$ cat config.mk
export PLATFORM = sky130hd
export DESIGN_NAME = dvd_ctrl
export DESIGN_NICKNAME = d
export VERILOG_FILES = /design/src/rtl/core/dvd_pkg.sv /design/src/rtl/core/dvd_ctrl.sv
export SDC_FILE = /design/constraint.sdc
export NUM_CORES = 1
export LEC_CHECK = 0
export ABC_AREA = 1
export BUFFER_PORTS_ARGS = -buffer_cell sky130_fd_sc_hd__buf_2
export CELL_PAD_IN_SITES_DETAIL_PLACEMENT = 1
export CELL_PAD_IN_SITES_GLOBAL_PLACEMENT = 2
export CORE_ASPECT_RATIO = 1.1
export CORE_MARGIN = 4
export CORE_UTILIZATION = 16
export DETAILED_ROUTE_END_ITERATION = 10
export PLACE_DENSITY = 0.74
export SETUP_SLACK_MARGIN = 0.05
export SYNTH_ARGS = -nofsm -noshare
export SYNTH_HDL_FRONTEND = slang
export SYNTH_SLANG_ARGS = --single-unit
export TNS_END_PERCENT = 10
$ cat constraint.sdc
create_clock -name i_clk -period 1 [get_ports i_clk]
set_input_delay 0 -clock i_clk [delete_from_list [all_inputs] [get_ports i_clk]]
set_output_delay 0 -clock i_clk [all_outputs]
set_load 0.01 [all_outputs]
$ cat src/rtl/core/dvd_pkg.sv
// Shared constants, types and helper function of the dictionary unit.
package dvd_pkg;

    localparam int DISTINCT_LIMIT_DEF = 256;
    localparam int TABLE_DEPTH_DEF    = 512;
    localparam int VALUE_W            = 64;
    localparam int INDEX_W            = 9;

    localparam logic [VALUE_W-1:0] NEG_ZERO_BITS = 64'h8000_0000_0000_0000;

    // Commands from the controller to the datapath.
    typedef struct packed {
        logic load;     // Word accepted: latch key and flags.
        logic rd;       // Read the table entry at the search pointer.
        logic advance;  // Compared entry did not match: step the pointer.
        logic hit;      // Compared entry matched: build the result.
        logic miss;     // Search exhausted: insert or flag a full table.
    } t_dp_cmd;

    // Status from the datapath to the controller.
    typedef struct packed {
        logic limit_hit;  // Sticky stop flag.
        logic more;       // Search pointer is below the entry count.
        logic match;      // Registered read data equals the key.
    } t_dp_stat;

    // Minus zero is stored and compared as plus zero.
    function automatic logic [VALUE_W-1:0] canonical(input logic [VALUE_W-1:0] bits);
        canonical = (bits == NEG_ZERO_BITS) ? '0 : bits;
    endfunction

endpackage

$ cat src/rtl/core/dvd_ctrl.sv
// Controller state machine: sequences the linear search of the dictionary.
module dvd_ctrl (
    input  logic              i_clk,
    input  logic              i_rst_n,
    input  logic              i_in_valid,
    output logic              o_in_ready,
    output logic              o_out_valid,
    input  logic              i_out_ready,
    input  dvd_pkg::t_dp_stat i_stat,
    output dvd_pkg::t_dp_cmd  o_cmd
);

    typedef enum logic [3:0] {
        S_IDLE = 4'b0001,
        S_SCAN = 4'b0010,
        S_CMP  = 4'b0100,
        S_OUT  = 4'b1000
    } t_state;

    t_state r_state;
    t_state n_state;

    always_comb begin
        n_state = r_state;
        o_cmd   = '0;
        unique case (r_state)
            S_IDLE: begin
                if (i_in_valid) begin
                    o_cmd.load = 1'b1;
                    // A stopped word needs no search.
                    n_state = i_stat.limit_hit ? S_OUT : S_SCAN;
                end
            end
            S_SCAN: begin
                if (i_stat.more) begin
                    o_cmd.rd = 1'b1;
                    n_state  = S_CMP;
                end else begin
                    o_cmd.miss = 1'b1;
                    n_state    = S_OUT;
                end
            end
            S_CMP: begin
                if (i_stat.match) begin
                    o_cmd.hit = 1'b1;
                    n_state   = S_OUT;
                end else begin
                    o_cmd.advance = 1'b1;
                    n_state       = S_SCAN;
                end
            end
            S_OUT: begin
                if (i_out_ready) begin
                    n_state = S_IDLE;
                end
            end
            default: n_state = S_IDLE;
        endcase
    end

    always_ff @(posedge i_clk) begin
        if (!i_rst_n) begin
            r_state <= S_IDLE;
        end else begin
            r_state <= n_state;
        end
    end

    assign o_in_ready  = (r_state == S_IDLE);
    assign o_out_valid = (r_state == S_OUT);

endmodule

==> results.md <==
- Min cycle time layout: 1.18 ns
- Top flop regs: r_state (4)
- Final setup TNS: -1.15 ns
- Syn_area_per_cell: 5.80 um2
- Initial Util: 17.1%
- Hold path start: i_stat[2]
- Fill cell count: 211
- I/O pin cnt: 14
- DRT antenna net count: 0
- Final Hold Vio Count: 0
- Syn-to-layout area delta: 104%
- Crit-path slowest cell: dfxtp_4
- Hold endpoint: r_state[1]
- Status: finished, violations left
- Final period util: 118%
- Global-route wire length before repair: 1750 um
- Max-slew headroom: 86.2%
- FFs w/ async S/R, synth: 0%
- Gpl congestion: 0.700
- Maxcap violations: 0
- Worst VDD drop: 0.798 mV
- Via count: 383
- P_leak: 0.305 nW
- Synthesized instance count: 47
- Clock sinks: 4
- Pwr dens: 1440 mW/mm2
- Post-synthesis sequential area ratio: 29.4%
- Number of flip-flops in the largest register: 4
- Dpl hpwl: 682 um
- Ant diodes: 0
- Setup CP Type: reg2out
- Worst-margin pin slew: 0.205 ns
- HP Class: in2reg
- H-Tree Level Count: 1
- TritonCTS Buffers: 3
- Worst r2r src: r_state[0]
- Setup violators final: 10
- First-pass iteration count of the detailed router: 1
- Initial drt markers: 0
- FF+latch count, synth: 4
- Die area: 0.00243 mm2
- Most used DFF post-synth: dfxtp_1
- Final Worst Setup Slack: -0.176 ns
- Wire length per cell: 10.8 um
- Failing checks: setup timing
- Vias in the first global route: 413
- Reg2Reg Depth: 7
- Largest net degree at the start of global routing: 6
- Post-synth EDFFs: 0
- WL final: 981 um
- Slew Viols, Final: 0
- TritonCTS clock tree: done
- DR DRC count: 0
- Slack of the worst reg-to-reg path: -0.17 ns
- Syn Nets: 54
- Fin Hold WS: 0.0444 ns
- Worst-Skew Late Latency: 0.24 ns
- Worst Hold Depth: 4
- IO Port Bufs: 13
- Post-synthesis cell type count: 13
- Crit. End Element: primary output
- Req. time, crit path: 1.00 ns
- Biggest register: r_state
- GRT overflow: 0
- Synthesized area: 273 um2
- Layout Nets: 83
- Crit path cell chain: nor2_4 > nand2_2 > buf_4 > nor2_2 > buf_2
- Critical path data arrival time: 1.18 ns
- Share of cells above drive strength 1: 66.2%
- Worst setup SP type: register
- Die X: 47.4 um
- Clk root buf: clkbuf_4
- Vias per inst: 4.21
- CP max stage delay: 0.35 ns
- RSZ-0062 raised after global routing: yes
- Worst reg2reg endpoint: r_state[1]
- GRT Total Usage: 10.6%
- Die Height: 51.3 um
- Fmax: 850 MHz
- Core Box Area: 0.00160 mm2
- Num rows: 15
- Initial antenna violation count: 0
- Clock Tree Buf Depth: 2
- Crit Path Max Fanout: 5
- Clock Pin Slew Worst Setup and Hold Paths: 0.04 ns
- Clock Skews: 0.00448 ns
- Synth Warn #: 0
## layer usage
| layer | up-vias | GRT usage (%) | part of all wire [%] |
|---|---|---|---|
| li1 | 198 | - | - |
| met3 | 2 | 6.34 | 8.2 |
| met2 | 11 | 15.0 | 50 |
| met4 | 0 | 4.15 | 1.0 |
| met5 | - | 0 | 0 |
| met1 | 172 | 12.9 | 40 |
## kinds of logic (layout without fill, tap and decap cells)
group | Yosys count | after routing | synth area share (%)
buf+inv | 13 | 40 | 17.9
simple gates | 28 | 28 | 47.7
flops | 4 | 4 | 29.4
compound gates | 2 | 2 | 5.04
## stage by stage
stage               cell area [um2]  cells  worst slack [ns]  utilization, %  power [W]
CTS                             549     91            -0.207            34.4   0.000811
detailed placement              395     81           -0.0857            24.8   0.000457
global route                    557     91            -0.274            34.9   0.000876
global placement                395     81           -0.0630            24.8   0.000449
floorplan                       279     47            0.0348               -   0.000358
finish                          557     91            -0.176            34.9   0.000803
## critical path: cells and delay by family, from the launching register on
kind                   cells  cell delay (ns)
DFF                        1             0.35
and+or+nand+nor            3             0.32
buffers and inverters      2             0.27
## area by class of cell
| cell class | instances | area (um2) | area share, % |
|---|---|---|---|
| clock buffers | 3 | 22.5 | 4.04 |
| flip-flops and latches | 4 | 95.1 | 17.1 |
| multi-input cells | 30 | 199 | 35.7 |
| repair buffers | 24 | 170 | 30.6 |
| well taps | 17 | 21.3 | 3.82 |
| inverters | 13 | 48.8 | 8.76 |
## cells in the mapped netlist (4+ instances only)
master	instances	area, um2
nand3_1	7	35.0
nand2_1	9	33.8
inv_1	12	45.0
nor2_1	7	26.3
dfxtp_1	4	80.1
## what timing repair did
action                                 in CTS  in global routing
setup endpoints to repair                  10                 11
pin swaps                                   8                  6
endpoints found under the hold margin       1                  0
gates cloned                                0                  0
hold buffers                                1                  0
gates resized for setup                    26                  2
setup buffers                               6                  0
## power by group
part           switching, W  internal, W  total (W)  leakage (nW)
Clock             0.0000643     0.000134   0.000198        0.0138
Sequential        0.0000416     0.000186   0.000228        0.0351
Combinational      0.000184     0.000193   0.000377         0.256
Total              0.000290     0.000514   0.000803         0.305
## placed cells by master (no fill, tap or decap), drive strengths merged
cell type and n:
dlygate4sd3 1, nor4 1, dfxtp 4, buf 23, nor3 1, nand2 9
o21ai 1, or2 1, nor2 9, inv 13, nand3 7, a21oi 1
clkbuf 3
## worst max path at each step
stage	from	to	slack [ns]
2_1_floorplan	r_state[0]	r_state[1]	0.03
3_3_place_gp	r_state[0]	r_state[1]	-0.06
3_5_place_dp	r_state[0]	r_state[1]	-0.09
4_1_cts	r_state[1]	o_cmd[2]	-0.21
5_1_grt	r_state[0]	o_cmd[2]	-0.27
6_report	r_state[3]	o_cmd[3]	-0.18
No activity file was read; power rests on OpenSTA's default activity.
